$ cat src/hdl/maf_pkg.sv
// maf_pkg: shared widths, defaults and reset values for the moving average filter
// used by moving_average_filter_unit and the testbench; depends on nothing else
package maf_pkg;

   // widths fixed by the transaction fields
   localparam int SAMPLE_W = 8;
   localparam int CFG_W    = 7;
   localparam int QUO_W    = 8;

   // default ring depth and window length after reset
   localparam int              WINDOW_MAX_DEFAULT  = 64;
   localparam logic [CFG_W-1:0] WINDOW_LENGTH_RESET = 7'd20;

endpackage

$ cat src/hdl/maf_ram.sv
// maf_ram: generic single write port, single read port ram with registered read data
// no dependencies
module maf_ram #(
   parameter int WIDTH = 8,
   parameter int DEPTH = 64
) (
   input  logic                     clock,
   input  logic                     wr_en,
   input  logic [$clog2(DEPTH)-1:0] wr_addr,
   input  logic [WIDTH-1:0]         wr_data,
   input  logic                     rd_en,
   input  logic [$clog2(DEPTH)-1:0] rd_addr,
   output logic [WIDTH-1:0]         rd_data
);

   logic [WIDTH-1:0] mem_ff [DEPTH];
   logic [WIDTH-1:0] rd_data_ff;

   // write port
   always_ff @(posedge clock) begin
      if (wr_en) begin
         mem_ff[wr_addr] <= wr_data;
      end
   end

   // registered read port
   always_ff @(posedge clock) begin
      if (rd_en) begin
         rd_data_ff <= mem_ff[rd_addr];
      end
   end

   assign rd_data = rd_data_ff;

endmodule

$ cat src/hdl/moving_average_filter_unit.sv
// moving_average_filter_unit: simple moving average over the last window_length samples
// depends on maf_pkg and maf_ram
//
// Each accepted sample goes into a ring held in maf_ram and updates a running sum. Once a
// full window has arrived since reset or since the last write of csr_window_length, every
// sample gives one result, the window sum divided by the window length, truncated. A
// sample that fills no window is accepted, then goes through the ring read and sum update;
// a sample that gives a result goes on to a restoring divider that shifts the divisor
// right and the quotient in one bit a cycle, and then loads the result register.
// The result register lets the next sample in while a result
// waits on rsp_stall. A window length of 0 acts as 1, one above WINDOW_MAX as WINDOW_MAX.
// Any write of csr_window_length, even of the same value, restarts the window; it must
// only be written while the block is idle.
module moving_average_filter_unit #(
   parameter int WINDOW_MAX = maf_pkg::WINDOW_MAX_DEFAULT
) (
   input  logic                       clock,
   input  logic                       reset,
   // input transaction
   input  logic                       req_valid,
   output logic                       req_stall,
   input  logic [maf_pkg::SAMPLE_W-1:0] req_sample,
   // result transaction
   output logic                       rsp_valid,
   input  logic                       rsp_stall,
   output logic [maf_pkg::SAMPLE_W-1:0] rsp_average,
   // window length register
   input  logic                       csr_write_enable,
   input  logic [maf_pkg::CFG_W-1:0]  csr_window_length
);

   localparam int LEN_W = $clog2(WINDOW_MAX + 1);
   localparam int PTR_W = $clog2(WINDOW_MAX);
   localparam int SUM_W = $clog2(WINDOW_MAX * 255 + 1);
   localparam int DW    = LEN_W + maf_pkg::QUO_W;
   localparam int CNT_W = $clog2(maf_pkg::QUO_W);
   localparam int CW    = (maf_pkg::CFG_W > LEN_W) ? maf_pkg::CFG_W : LEN_W;
   localparam int SW    = maf_pkg::SAMPLE_W;
   localparam int QW    = maf_pkg::QUO_W;

   typedef enum logic [1:0] {
      ST_IDLE,
      ST_UPDATE,
      ST_DIVIDE,
      ST_DELIVER
   } state_type;

   state_type           state_ff, state_in;
   logic [LEN_W-1:0]    len_ff, len_in;
   logic [PTR_W-1:0]    pos_ff, pos_in;
   logic [LEN_W-1:0]    filled_ff, filled_in;
   logic [SUM_W-1:0]    sum_ff, sum_in;
   logic [SW-1:0]       sample_ff, sample_in;
   logic [DW-1:0]       rem_ff, rem_in;
   logic [DW-1:0]       div_ff, div_in;
   logic [QW-1:0]       quo_ff, quo_in;
   logic [CNT_W-1:0]    cnt_ff, cnt_in;
   logic                rsp_valid_ff, rsp_valid_in;
   logic [SW-1:0]       rsp_average_ff, rsp_average_in;

   logic                req_take;
   logic                rsp_taken;
   logic [SW-1:0]       ring_rd_data;
   logic                ram_wr_en;
   logic                was_full;
   logic [SUM_W-1:0]    new_sum;
   logic [PTR_W-1:0]    pos_next;
   logic                rem_ge;

   // window length as used: zero acts as one, saturate at the ring depth
   function automatic logic [LEN_W-1:0] clamp_len(logic [maf_pkg::CFG_W-1:0] v);
      logic [CW-1:0] ext;
      ext = CW'(v);
      if (ext == '0) begin
         return LEN_W'(1);
      end else if (ext > CW'(WINDOW_MAX)) begin
         return LEN_W'(WINDOW_MAX);
      end else begin
         return LEN_W'(ext);
      end
   endfunction

   // handshakes, no input transaction while the window length is written
   assign req_stall   = (state_ff != ST_IDLE) || csr_write_enable;
   assign req_take    = req_valid && !req_stall;
   assign rsp_taken   = rsp_valid_ff && !rsp_stall;
   assign rsp_valid   = rsp_valid_ff;
   assign rsp_average = rsp_average_ff;

   // ring write happens once the old entry has been read
   assign ram_wr_en = (state_ff == ST_UPDATE);

   maf_ram #(
      .WIDTH (SW),
      .DEPTH (WINDOW_MAX)
   ) u_ring (
      .clock   (clock),
      .wr_en   (ram_wr_en),
      .wr_addr (pos_ff),
      .wr_data (sample_ff),
      .rd_en   (req_take),
      .rd_addr (pos_ff),
      .rd_data (ring_rd_data)
   );

   // running sum and ring position update
   assign was_full = (filled_ff >= len_ff);
   assign new_sum  = was_full ? (sum_ff - SUM_W'(ring_rd_data) + SUM_W'(sample_ff))
                              : (sum_ff + SUM_W'(sample_ff));
   assign pos_next = (LEN_W'(pos_ff) + LEN_W'(1) == len_ff) ? '0 : (pos_ff + PTR_W'(1));

   // restoring divider step
   assign rem_ge = (rem_ff >= div_ff);

   // next state logic
   always_comb begin
      state_in       = state_ff;
      len_in         = len_ff;
      pos_in         = pos_ff;
      filled_in      = filled_ff;
      sum_in         = sum_ff;
      sample_in      = sample_ff;
      rem_in         = rem_ff;
      div_in         = div_ff;
      quo_in         = quo_ff;
      cnt_in         = cnt_ff;
      rsp_valid_in   = rsp_taken ? 1'b0 : rsp_valid_ff;
      rsp_average_in = rsp_average_ff;

      case (state_ff)
         ST_IDLE: begin
            if (csr_write_enable) begin
               len_in    = clamp_len(csr_window_length);
               pos_in    = '0;
               filled_in = '0;
               sum_in    = '0;
            end else if (req_take) begin
               sample_in = req_sample;
               state_in  = ST_UPDATE;
            end
         end
         ST_UPDATE: begin
            sum_in = new_sum;
            pos_in = pos_next;
            rem_in = DW'(new_sum);
            div_in = DW'({len_ff, {(QW-1){1'b0}}});
            cnt_in = CNT_W'(QW - 1);
            if (was_full) begin
               state_in = ST_DIVIDE;
            end else begin
               filled_in = filled_ff + LEN_W'(1);
               state_in  = (filled_ff + LEN_W'(1) == len_ff) ? ST_DIVIDE : ST_IDLE;
            end
         end
         ST_DIVIDE: begin
            rem_in = rem_ge ? (rem_ff - div_ff) : rem_ff;
            quo_in = {quo_ff[QW-2:0], rem_ge};
            div_in = div_ff >> 1;
            if (cnt_ff == '0) begin
               state_in = ST_DELIVER;
            end else begin
               cnt_in = cnt_ff - CNT_W'(1);
            end
         end
         ST_DELIVER: begin
            if (!rsp_valid_ff || !rsp_stall) begin
               rsp_valid_in   = 1'b1;
               rsp_average_in = quo_ff;
               state_in       = ST_IDLE;
            end
         end
         default: begin
            state_in = ST_IDLE;
         end
      endcase
   end

   // state and registered outputs
   always_ff @(posedge clock) begin
      if (reset) begin
         state_ff     <= ST_IDLE;
         len_ff       <= clamp_len(maf_pkg::WINDOW_LENGTH_RESET);
         pos_ff       <= '0;
         filled_ff    <= '0;
         sum_ff       <= '0;
         rsp_valid_ff <= 1'b0;
      end else begin
         state_ff     <= state_in;
         len_ff       <= len_in;
         pos_ff       <= pos_in;
         filled_ff    <= filled_in;
         sum_ff       <= sum_in;
         rsp_valid_ff <= rsp_valid_in;
      end
      sample_ff      <= sample_in;
      rem_ff         <= rem_in;
      div_ff         <= div_in;
      quo_ff         <= quo_in;
      cnt_ff         <= cnt_in;
      rsp_average_ff <= rsp_average_in;
   end

   // the window never holds more samples than its length
   a_filled_bound: assert property (@(posedge clock) disable iff (reset)
      filled_ff <= len_ff)
      else $error("filled count above window length");

   // the ring position stays inside the window
   a_pos_bound: assert property (@(posedge clock) disable iff (reset)
      LEN_W'(pos_ff) < len_ff)
      else $error("ring position outside window");

   // a division is only started on a full window
   a_divide_full: assert property (@(posedge clock) disable iff (reset)
      (state_ff == ST_DIVIDE) |-> (filled_ff == len_ff))
      else $error("division on a partial window");

   // the remainder always fits the quotient bits still to come
   a_rem_fits: assert property (@(posedge clock) disable iff (reset)
      (state_ff == ST_DIVIDE) |-> ({1'b0, rem_ff} < {div_ff, 1'b0}))
      else $error("quotient overflow in divider");

   // a result is loaded only from the deliver state
   a_load_src: assert property (@(posedge clock) disable iff (reset)
      $rose(rsp_valid_ff) |-> ($past(state_ff) == ST_DELIVER))
      else $error("result loaded outside deliver state");

endmodule

$ cat config.mk
export PLATFORM = sky130hd
export DESIGN_NAME = moving_average_filter_unit
export DESIGN_NICKNAME = d
export VERILOG_FILES = /design/src/hdl/maf_pkg.sv /design/src/hdl/maf_ram.sv /design/src/hdl/moving_average_filter_unit.sv
export SDC_FILE = /design/constraint.sdc
export NUM_CORES = 1
export LEC_CHECK = 0
export ABC_AREA = 1
export BUFFER_PORTS_ARGS = -buffer_cell sky130_fd_sc_hd__buf_2
export CAP_MARGIN = 0
export CORE_ASPECT_RATIO = 1.5
export CORE_MARGIN = 2
export CORE_UTILIZATION = 40
export DETAILED_ROUTE_END_ITERATION = 10
export PLACE_DENSITY = 0.65
export SKIP_CTS_REPAIR_TIMING = 1
export SYNTH_ARGS = -nofsm -noshare
export SYNTH_HDL_FRONTEND = slang
export SYNTH_SLANG_ARGS = --single-unit
export TNS_END_PERCENT = 10
$ cat constraint.sdc
create_clock -name clock -period 8 [get_ports clock]
set_input_delay 0 -clock clock [delete_from_list [all_inputs] [get_ports clock]]
set_output_delay 0 -clock clock [all_outputs]
set_load 0.01 [all_outputs]
== After elaboration in Yosys (flattened, before gate mapping) ==
Memory sizes are Yosys's and may differ from the RTL's. A register that Yosys moved wholly into a read port is not among the register bits.
Cells that the tools add are included.

* Equality and inequality tests: 13
* Multiplexer cells: 28
* Reduce and logical (&&, ||, !) cells: 21
* Add/sub/neg operators: 8
* Order comparisons: 3
* Bitwise logic cells: 1

{| class="wikitable"
|+ Operators with widths
! operator !! count
|-
| 15-bit case mux with 2 select lines || 2
|-
| 14-bit by 8-bit adder with 14-bit output || 2
|-
| 14-bit two-way mux || 2
|-
| 7-bit two-way mux || 4
|-
| 14-bit case mux with 2 select lines || 1
|-
| 2-bit inequality test, second input constant || 8
|-
| 15-bit greater-or-equal comparator || 1
|-
| 15-bit two-way mux || 1
|-
| 15-bit subtractor || 1
|-
| 7-bit equality test || 2
|-
| 7-bit case mux with 2 select lines || 1
|-
| 14-bit by 8-bit subtractor with 14-bit output || 1
|-
| 2-bit two-way mux || 6
|-
| 6-bit two-way mux || 2
|-
| 6-bit case mux with 2 select lines || 1
|-
| 2-bit AND reduction || 5
|-
| 2-bit case mux with 4 select lines || 1
|-
| 6-bit by 1-bit adder with 7-bit output, second input constant || 1
|-
| 7-bit by 1-bit adder with 7-bit output, second input constant || 1
|-
| 7-bit greater-or-equal comparator || 1
|-
| 7-bit > comparator, second input constant || 1
|-
| 7-bit zero test || 1
|-
| 6-bit by 1-bit adder with 6-bit output, second input constant || 1
|-
| 3-bit case mux with 2 select lines || 1
|-
| other kinds (14) || 26
|}

* Logic and storage cells: 87
* Output and inout port bits: 10
* RAM bits: 512
* Bits of input ports: 20
* Memories: 1
* Register bits: 94

{| class="wikitable"
|+ Memory list
! name !! words !! width !! read ports !! clocked after memory_dff !! wr ports !! line !! text
|-
| u_ring.mem_ff || 64 || 8 || 1 || 1 || 1 || maf_ram.sv:16 || <nowiki>logic [WIDTH-1:0] mem_ff [DEPTH];</nowiki>
|}

== Longest topological paths before layout ==
Gate-level depths: netlist (run 1).

* Depth in word-level cells: 7
* Depth in mapped cells: 15
* Mapped depth without buffers: 15

== Cells and area by module ==
Synthesis (run 1) repeated with hierarchy kept, for this count alone.

* Cells, all modules: 2703
* Area total of the unflattened synthesis: 28093.2 µm²

{| class="wikitable"
|+ By module, submodules not included
! module !! instances !! cells each !! sequential area each (µm²) !! area an instance (µm²)
|-
| maf_ram || 1 || 1805 || 15615.0 || 21419.3
|-
| moving_average_filter_unit || 1 || 898 || 2422.3 || 6673.9
|}

== Worst setup path after synthesis (run 1) ==
Ideal clock, no wire load.

* Path type: reg-to-reg
* Start point: reg sample_ff[1]
* End point: reg rem_ff[4] (data pin)
* Setup slack: 4.626 ns
* Setup time: 0.268 ns
* Arrival time: 3.107 ns
* Cell stages (with the launch flop): 11
* Data required time: 7.732 ns
* Path buffers: 0
* Period minus slack after synthesis: 3.374 ns
* Cell sequence: edfxtp_1 inv_1 fa_1 inv_1 fa_1 nand3_1 nand3_1 xor2_1 or2_2 nand3_1 o21ai_0

* Longest elaborated chain between the ends: 3
* Elaborated cells between the ends (all ways): 4
* Classes of those cells: add/sub: 2; mux: 2

{| class="wikitable"
|+ Ends and longest elaborated chain
! item !! line !! text
|-
| start, declared || moving_average_filter_unit.sv:53 || <nowiki>logic [SW-1:0] sample_ff, sample_in;</nowiki>
|-
| start signal, assigned || moving_average_filter_unit.sv:195 || <nowiki>sample_ff <= sample_in;</nowiki>
|-
| 14-bit by 8-bit adder with 14-bit output (on tied branches) || moving_average_filter_unit.sv:109, moving_average_filter_unit.sv:108 ||
|-
| 14-bit two-way mux (*) || moving_average_filter_unit.sv:108 || <nowiki>assign new_sum = was_full ? (sum_ff - SUM_W'(ring_rd_data) + SUM_W'(sample_ff))</nowiki>
|-
| 15-bit case mux with 2 select lines (*) || moving_average_filter_unit.sv:130 || <nowiki>case (state_ff)</nowiki>
|-
| via rem_in[4] || moving_average_filter_unit.sv:54 || <nowiki>logic [DW-1:0] rem_ff, rem_in;</nowiki>
|-
| end signal, assigned || moving_average_filter_unit.sv:196 || <nowiki>rem_ff <= rem_in;</nowiki>
|-
| end, declared || moving_average_filter_unit.sv:54 ||
|}

The timed path passes the listed nets; every way through them passes the cells marked *.
A chain may end at the register's enable or synchronous reset.

== Final worst setup path (run 1) ==
* Start point: reg pos_ff[0]
* End point: mem u_ring.mem_ff[41][0], enable pin

{| class="wikitable"
|+ RTL lines
! item !! line !! text
|-
| start, declared || moving_average_filter_unit.sv:50 || <nowiki>logic [PTR_W-1:0] pos_ff, pos_in;</nowiki>
|-
| start signal, assigned || moving_average_filter_unit.sv:190 || <nowiki>pos_ff <= pos_in;</nowiki>
|-
| end, declared || maf_ram.sv:16 ||
|}

Straight into the memory's write port.

==> out/results.ini, run 1 <==
[status]
run_status=finished clean

[cts]
cts_buffer_depth=3
tritoncts=yes
cts_made_buffers=57
cts_root_buf=sky130_fd_sc_hd__clkbuf_16
max_h_tree_level=2
cts_num_sinks=613
clkTransAtPathRegs_ps=60
clk-insertion-delay-late_ps=620

[run]
max_capacitance_violation_count=0

[route]
detail-route-antenna-nets=0
drt_wl_total_mm=68.3
violation_count_after_the_first_detailed_routing_iteration=1553
routed_vias=17400
number_of_drc_violations_after_detailed_routing=0
drt-wirelength-per-cell_um=21.0
drt-vias-per-instance=5.34
length_of_the_first_detailed_routing_pass_in_iterations=6

[floorplanning]
core_area_um2=64600
ios=30
placementRows=114
die-width_um=213
dieArea_um2=67600
starting_density=0.406
die_y_um=317

[placement]
detailedPlace.worstSlack_ps=4390
placed_cells=3128
gp_routability_congestion=0.851
dp_hpwl_mm=41.8
place_area_um2=27300
numPortBuffers=29

[cells_and_area]
nFillCells=5719
final_area_um2=29400
finish.utilization=0.455
final_net_count=2432
layout_commonest_cell=sky130_fd_sc_hd__nand2_1
post_route_cells_drive_above_1_share=0.0658
area_growth_syn_to_layout_pct=12.1
finalNonFillerCells=3255
antenna_cells=0
final_cell_mix=sky130_fd_sc_hd__nand2_1, sky130_fd_sc_hd__edfxtp_1, sky130_fd_sc_hd__inv_1, sky130_fd_sc_hd__nor2_1, sky130_fd_sc_hd__nand3_1

[critical_path]
critPathRequiredTime_ps=8230
r2r.worst_path.cells=5
timing_worst_setup_path_type=reg2reg
timing.rr.start=pos_ff[0]$_SDFFE_PP0P_
critPathCaptureType=flop
cell_with_the_biggest_individual_delay_on_the_critical_path=sky130_fd_sc_hd__nor2_1
worst_path_largest_cell_delay_ps=910
worst_path_most_repeated_cell=sky130_fd_sc_hd__nand2_1
critical_path.cell_chain=nand2_1, inv_2, buf_4, nand2_1, nor2_1
worst_ep_arrival_time_ps=3890
reg2reg_slack_ps=4350
reg2reg_to=u_ring.mem_ff[41][0]$_DFFE_PP_
worstSetupStartpointType=flop
critPathMaxFanout=63
cp-startpoint=pos_ff[0]$_SDFFE_PP0P_
setup.worst_path.end=u_ring.mem_ff[41][0]$_DFFE_PP_

[synthesis]
yosys_register_bits=613
synth.area.top_cells=sky130_fd_sc_hd__edfxtp_1, sky130_fd_sc_hd__nand2_1, sky130_fd_sc_hd__dfxtp_1, sky130_fd_sc_hd__ha_1, sky130_fd_sc_hd__nand3_1
yosysUniqueCellTypes=37
synth-warning-count=0
synth_compound_gate_area_share=0.0578
yosys.area_share.simple=0.171
synth_top_area_share=0.660
netlist_area_um2=26200
yosys.area_share.xor_xnor=0.00869
post_synth.cell_area_avg_um2=11.5
synthesis.nets=2358
synth_seq_area_share=0.688
combinational_family_with_the_most_area_after_synthesis=simple AND/OR/NAND/NOR gates
synthAdderAreaFrac=0.0339
post-synth-top-area-cell=sky130_fd_sc_hd__edfxtp_1
synthMuxAreaShare=0.000382
post_syn_instances=2273

[global_routing]
grt_antenna_before_repair=0
pin_count_of_the_biggest_net_entering_global_routing=67
grt_pass1_wl_mm=102
first_global_vias=17100
grt_remaining_overflow=0
globalRouteTotalUtil=0.200

[sta]
fin_skew_ps=20.1
final.setup.tns_ps=0
hold_viol=0
finalWorstSetupSlack_ps=4350
rsz_0062_raised_after_global_routing=no
clock.fmax_mhz=274
slew_viol_final=0
clock_period_minus_worst_slack_ps=3650
max_slew.worst_pin.slew_ps=1050
finalSetupViolations=0
slew-limit-headroom=0.295
final.hold.worst_slack_ps=103
final_cycle_utilization_of_the_critical_path=0.457

[power_and_ir_drop]
power_leakage_nw=10.6
power-per-cell-area_nw_per_um2=245
total_power_mw=7.19
vdd_drop_max_v=0.000189

[worst_hold_path]
worst_hold_path_type=in2reg

-- cell type report --
type | count | area [um2] | share of cell area
inverter | 170 | 638 | 0.0217
sequential | 613 | 18000 | 0.614
clock buffer | 68 | 1490 | 0.0507
clock inverter | 29 | 324 | 0.0110
timing repair buffer | 87 | 656 | 0.0223
tap | 870 | 1090 | 0.0371
multi-input combinational | 1418 | 7140 | 0.243
-- how the worst min path moves through the flow --
stage,start,endpoint,slack (ps),depth (start not counted)
after global routing,req_sample[4],sample_ff[4]$_DFFE_PP_,100,2
after CTS,req_sample[6],sample_ff[6]$_DFFE_PP_,-460,1
after global placement,req_sample[5],sample_ff[5]$_DFFE_PP_,180,1
final,req_sample[4],sample_ff[4]$_DFFE_PP_,100,2
after floorplan,req_sample[0],sample_ff[0]$_DFFE_PP_,100,0
after detailed placement,req_sample[6],sample_ff[6]$_DFFE_PP_,180,1
-- critical path: cells and delay by family (launching register included) --
family                 cells  cell delay [ps]
AND/OR/NAND/NOR            3             1820
buffers and inverters      2              800
flip-flops                 1              620
-- synth_stat cells --
cell type                   number
sky130_fd_sc_hd__xnor2_1        14
sky130_fd_sc_hd__a211oi_1        6
sky130_fd_sc_hd__a22oi_1        72
sky130_fd_sc_hd__buf_6           9
sky130_fd_sc_hd__dfxtp_1        37
sky130_fd_sc_hd__o2bb2ai_1       1
sky130_fd_sc_hd__clkbuf_1       13
sky130_fd_sc_hd__nor2_1        142
sky130_fd_sc_hd__o21ai_1        45
sky130_fd_sc_hd__a21boi_1        1
sky130_fd_sc_hd__nand4_1        80
sky130_fd_sc_hd__o21ai_0        49
sky130_fd_sc_hd__inv_2           9
sky130_fd_sc_hd__fa_1           10
sky130_fd_sc_hd__nand3b_1       10
sky130_fd_sc_hd__o21a_1          2
sky130_fd_sc_hd__xor2_1         12
sky130_fd_sc_hd__o211ai_1        3
sky130_fd_sc_hd__or2_1           1
sky130_fd_sc_hd__a31oi_1         1
sky130_fd_sc_hd__nand3_2         4
sky130_fd_sc_hd__a21o_1          2
sky130_fd_sc_hd__buf_2          45
sky130_fd_sc_hd__nand3_1       129
sky130_fd_sc_hd__a21oi_1        70
sky130_fd_sc_hd__a22o_1          2
sky130_fd_sc_hd__nand2_1       687
sky130_fd_sc_hd__inv_1         159
sky130_fd_sc_hd__buf_4           5
sky130_fd_sc_hd__edfxtp_1      576
sky130_fd_sc_hd__nor4_1          3
sky130_fd_sc_hd__or2_2           5
sky130_fd_sc_hd__nor3_1          9
sky130_fd_sc_hd__o21bai_1        2
sky130_fd_sc_hd__clkinv_1        2
sky130_fd_sc_hd__mux2i_1         1
sky130_fd_sc_hd__ha_1           55
-- logic make-up after synthesis --
| family | Yosys count |
|---|---|
| AND/OR/NAND/NOR | 1070 |
| XOR/XNOR | 26 |
| multiplexers | 1 |
| AO/OA/AOI/OAI | 256 |
| buffers and inverters | 242 |
| adder cells (fa/ha/maj) | 65 |
| flip-flops | 613 |
-- where the power goes --
| group | switching [mW] | leakage [nW] | total, mW | internal [mW] |
|---|---|---|---|---|
| combinational | 0.597 | 4.28 | 0.881 | 0.283 |
| sequential | 0.0434 | 5.49 | 3.62 | 3.58 |
| clock | 1.17 | 0.876 | 2.68 | 1.51 |
-- state kept, by name (all words and copies together), names as in the netlist, 8 cells and up, named ones only --
register        cells
u_ring.mem_ff     512
rem_ff             15
div_ff             14
sum_ff             14
quo_ff              8
rsp_average         8
sample_ff           8
u_ring.rd_data      8
-- per-layer routing --
metal	vias up	routed length [um]	track usage
li1	8110	-	-
met1	8410	24900	0.234
met2	707	36200	0.364
met3	151	4450	0.0285
met4	0	2690	0.0789
met5	-	0	0
(Power assumes the default switching activity.)
==> inputs of run 2 (changes only) <==
PLACE_DENSITY = 0.67   (was 0.65)
clock period = 3 ns   (was 8 ns; I/O delays follow)
==> out/results.ini, run 2 (synthesized netlist as in run 1, its figures left out) <==
[route]
routed_vias=17900
drt-wirelength-per-cell_um=20.7
detail-route-antenna-nets=0
drt-vias-per-instance=5.30
number_of_drc_violations_after_detailed_routing=0
drt_wl_total_mm=69.5
violation_count_after_the_first_detailed_routing_iteration=1707
length_of_the_first_detailed_routing_pass_in_iterations=7

[critical_path]
cp_num_cells=10
worstSetupStartpointType=flop
timing_worst_setup_path_type=reg2reg
cp-startpoint=state_ff[0]$_SDFFE_PP0P_
worst_ep_arrival_time_ps=3280
worst_path_most_repeated_cell=sky130_fd_sc_hd__inv_1
reg2reg_to=len_ff[2]$_SDFFE_PP1P_
critical_path.n_buffers_inverters=5
setup.worst_path.end=len_ff[2]$_SDFFE_PP1P_
critPathMaxFanout=8
reg2reg_slack_ps=240
critPathCaptureType=flop
timing.rr.start=state_ff[0]$_SDFFE_PP0P_
critical_path.cell_chain=inv_1, ha_1, nand2_1, inv_1, nand2_1, inv_1, a21oi_1, dlygate4sd3_1, o21ai_0, dlygate4sd3_1
r2r.worst_path.cells=10
critPathRequiredTime_ps=3530
worst_path_largest_cell_delay_ps=570
cell_with_the_biggest_individual_delay_on_the_critical_path=sky130_fd_sc_hd__dlygate4sd3_1
critPathTopFamily=buffers and inverters

[cells_and_area]
area_growth_syn_to_layout_pct=15.9
largest_register_ffs=512
final_net_count=2538
final_area_um2=30400
final_cell_mix=sky130_fd_sc_hd__nand2_1, sky130_fd_sc_hd__edfxtp_1, sky130_fd_sc_hd__inv_1, sky130_fd_sc_hd__nor2_1, sky130_fd_sc_hd__buf_4
biggestRegsByFlops=u_ring.mem_ff: 512 flops, rem_ff: 15 flops
largest_register=u_ring.mem_ff
antenna_cells=0
layout_commonest_cell=sky130_fd_sc_hd__nand2_1
post_route_cells_drive_above_1_share=0.114

[sta]
fin_skew_ps=39.4
finalWorstSetupSlack_ps=245
slew-limit-headroom=0.382
clock_period_minus_worst_slack_ps=2760
hold_viol=0
clock.fmax_mhz=363
final_cycle_utilization_of_the_critical_path=0.918
max_slew.worst_pin.slew_ps=923
finalSetupViolations=0
rsz_0062_raised_after_global_routing=no
slew_viol_final=0
final.hold.worst_slack_ps=6.00

[floorplanning]
dieArea_um2=67600
placementRows=114
die-width_um=213
core_area_um2=64600
die_y_um=317
starting_density=0.406
ios=30

[power_and_ir_drop]
total_power_mw=19.3
p_seq_frac=0.499
switching_power_summed_over_all_nets_mw=4.97
p_clk_frac=0.372
power.internal_mw=14.3
power-per-cell-area_nw_per_um2=636
vdd_drop_max_v=0.000488
power_leakage_nw=11.3
switch_share=0.257
power.share.combinational=0.129

[global_routing]
grt_pass1_wl_mm=105
pin_count_of_the_biggest_net_entering_global_routing=66
first_global_vias=17700
globalRouteTotalUtil=0.206
grt_antenna_before_repair=1
grt_remaining_overflow=0

[cts]
cts_made_buffers=54
clk-insertion-delay-late_ps=640
tritoncts=yes
max_h_tree_level=2
clkTransAtPathRegs_ps=70
cts_num_sinks=613
cts_buffer_depth=3
cts_root_buf=sky130_fd_sc_hd__clkbuf_16

[worst_hold_path]
worst_hold_path_type=in2reg

[status]
run_status=finished clean

[placement]
dp_hpwl_mm=46.3
detailedPlace.worstSlack_ps=346
place_area_um2=28200
gp_routability_congestion=0.909
numPortBuffers=29

[run]
max_capacitance_violation_count=0

==> run 2: worst min-delay path by stage <==
stage | to | cells past startpoint | slack (ps) | startpoint
2_1_floorplan | sample_ff[0]$_DFFE_PP_ | 0 | 100 | req_sample[0]
3_3_place_gp | sample_ff[0]$_DFFE_PP_ | 1 | 210 | req_sample[0]
3_5_place_dp | sample_ff[0]$_DFFE_PP_ | 1 | 220 | req_sample[0]
4_1_cts | sample_ff[0]$_DFFE_PP_ | 1 | -460 | req_sample[0]
5_1_grt | sample_ff[0]$_DFFE_PP_ | 3 | 10 | req_valid
6_report | sample_ff[0]$_DFFE_PP_ | 3 | 6 | req_valid
==> run 2: worst min-delay path: cells and delay by family <==
kind / cells / cell delay (ps)
buf+inv: 2 / 190
simple gates: 1 / 210
==> run 2: cell type report <==
type | count | area (um2)
repair buffers | 196 | 1560
flip-flops and latches | 613 | 18000
clock inverters | 39 | 473
clock buffers | 61 | 1380
fillers | 5633 | 34200
well taps | 870 | 1090
multi-input cells | 1418 | 7190
inverters | 170 | 638
==> run 2: power by group through the flow <==
stage,combinational [mW],clock (mW),sequential (mW)
2_1_floorplan,1.62,0,9.84
3_3_place_gp,2.40,0,9.83
3_5_place_dp,2.42,0,9.83
4_1_cts,2.44,7.31,9.65
5_1_grt,2.78,7.62,9.66
6_report,2.49,7.19,9.64
==> run 2: per-stage QoR <==
stage,std cells,utilization,setup TNS (ps)
CTS,3338,0.465,0
floorplan,2273,-,-414
global placement,3238,0.437,0
detailed placement,3238,0.437,0
global route,3367,0.470,0
finish,3367,0.470,0
==> run 2: metal layers <==
metal | track usage | wire length, um | up-vias
li1 | - | - | 8328
met3 | 0.0270 | 3850 | 182
met4 | 0.123 | 4320 | 0
met2 | 0.368 | 36400 | 692
met5 | 0 | 0 | -
met1 | 0.230 | 24900 | 8651
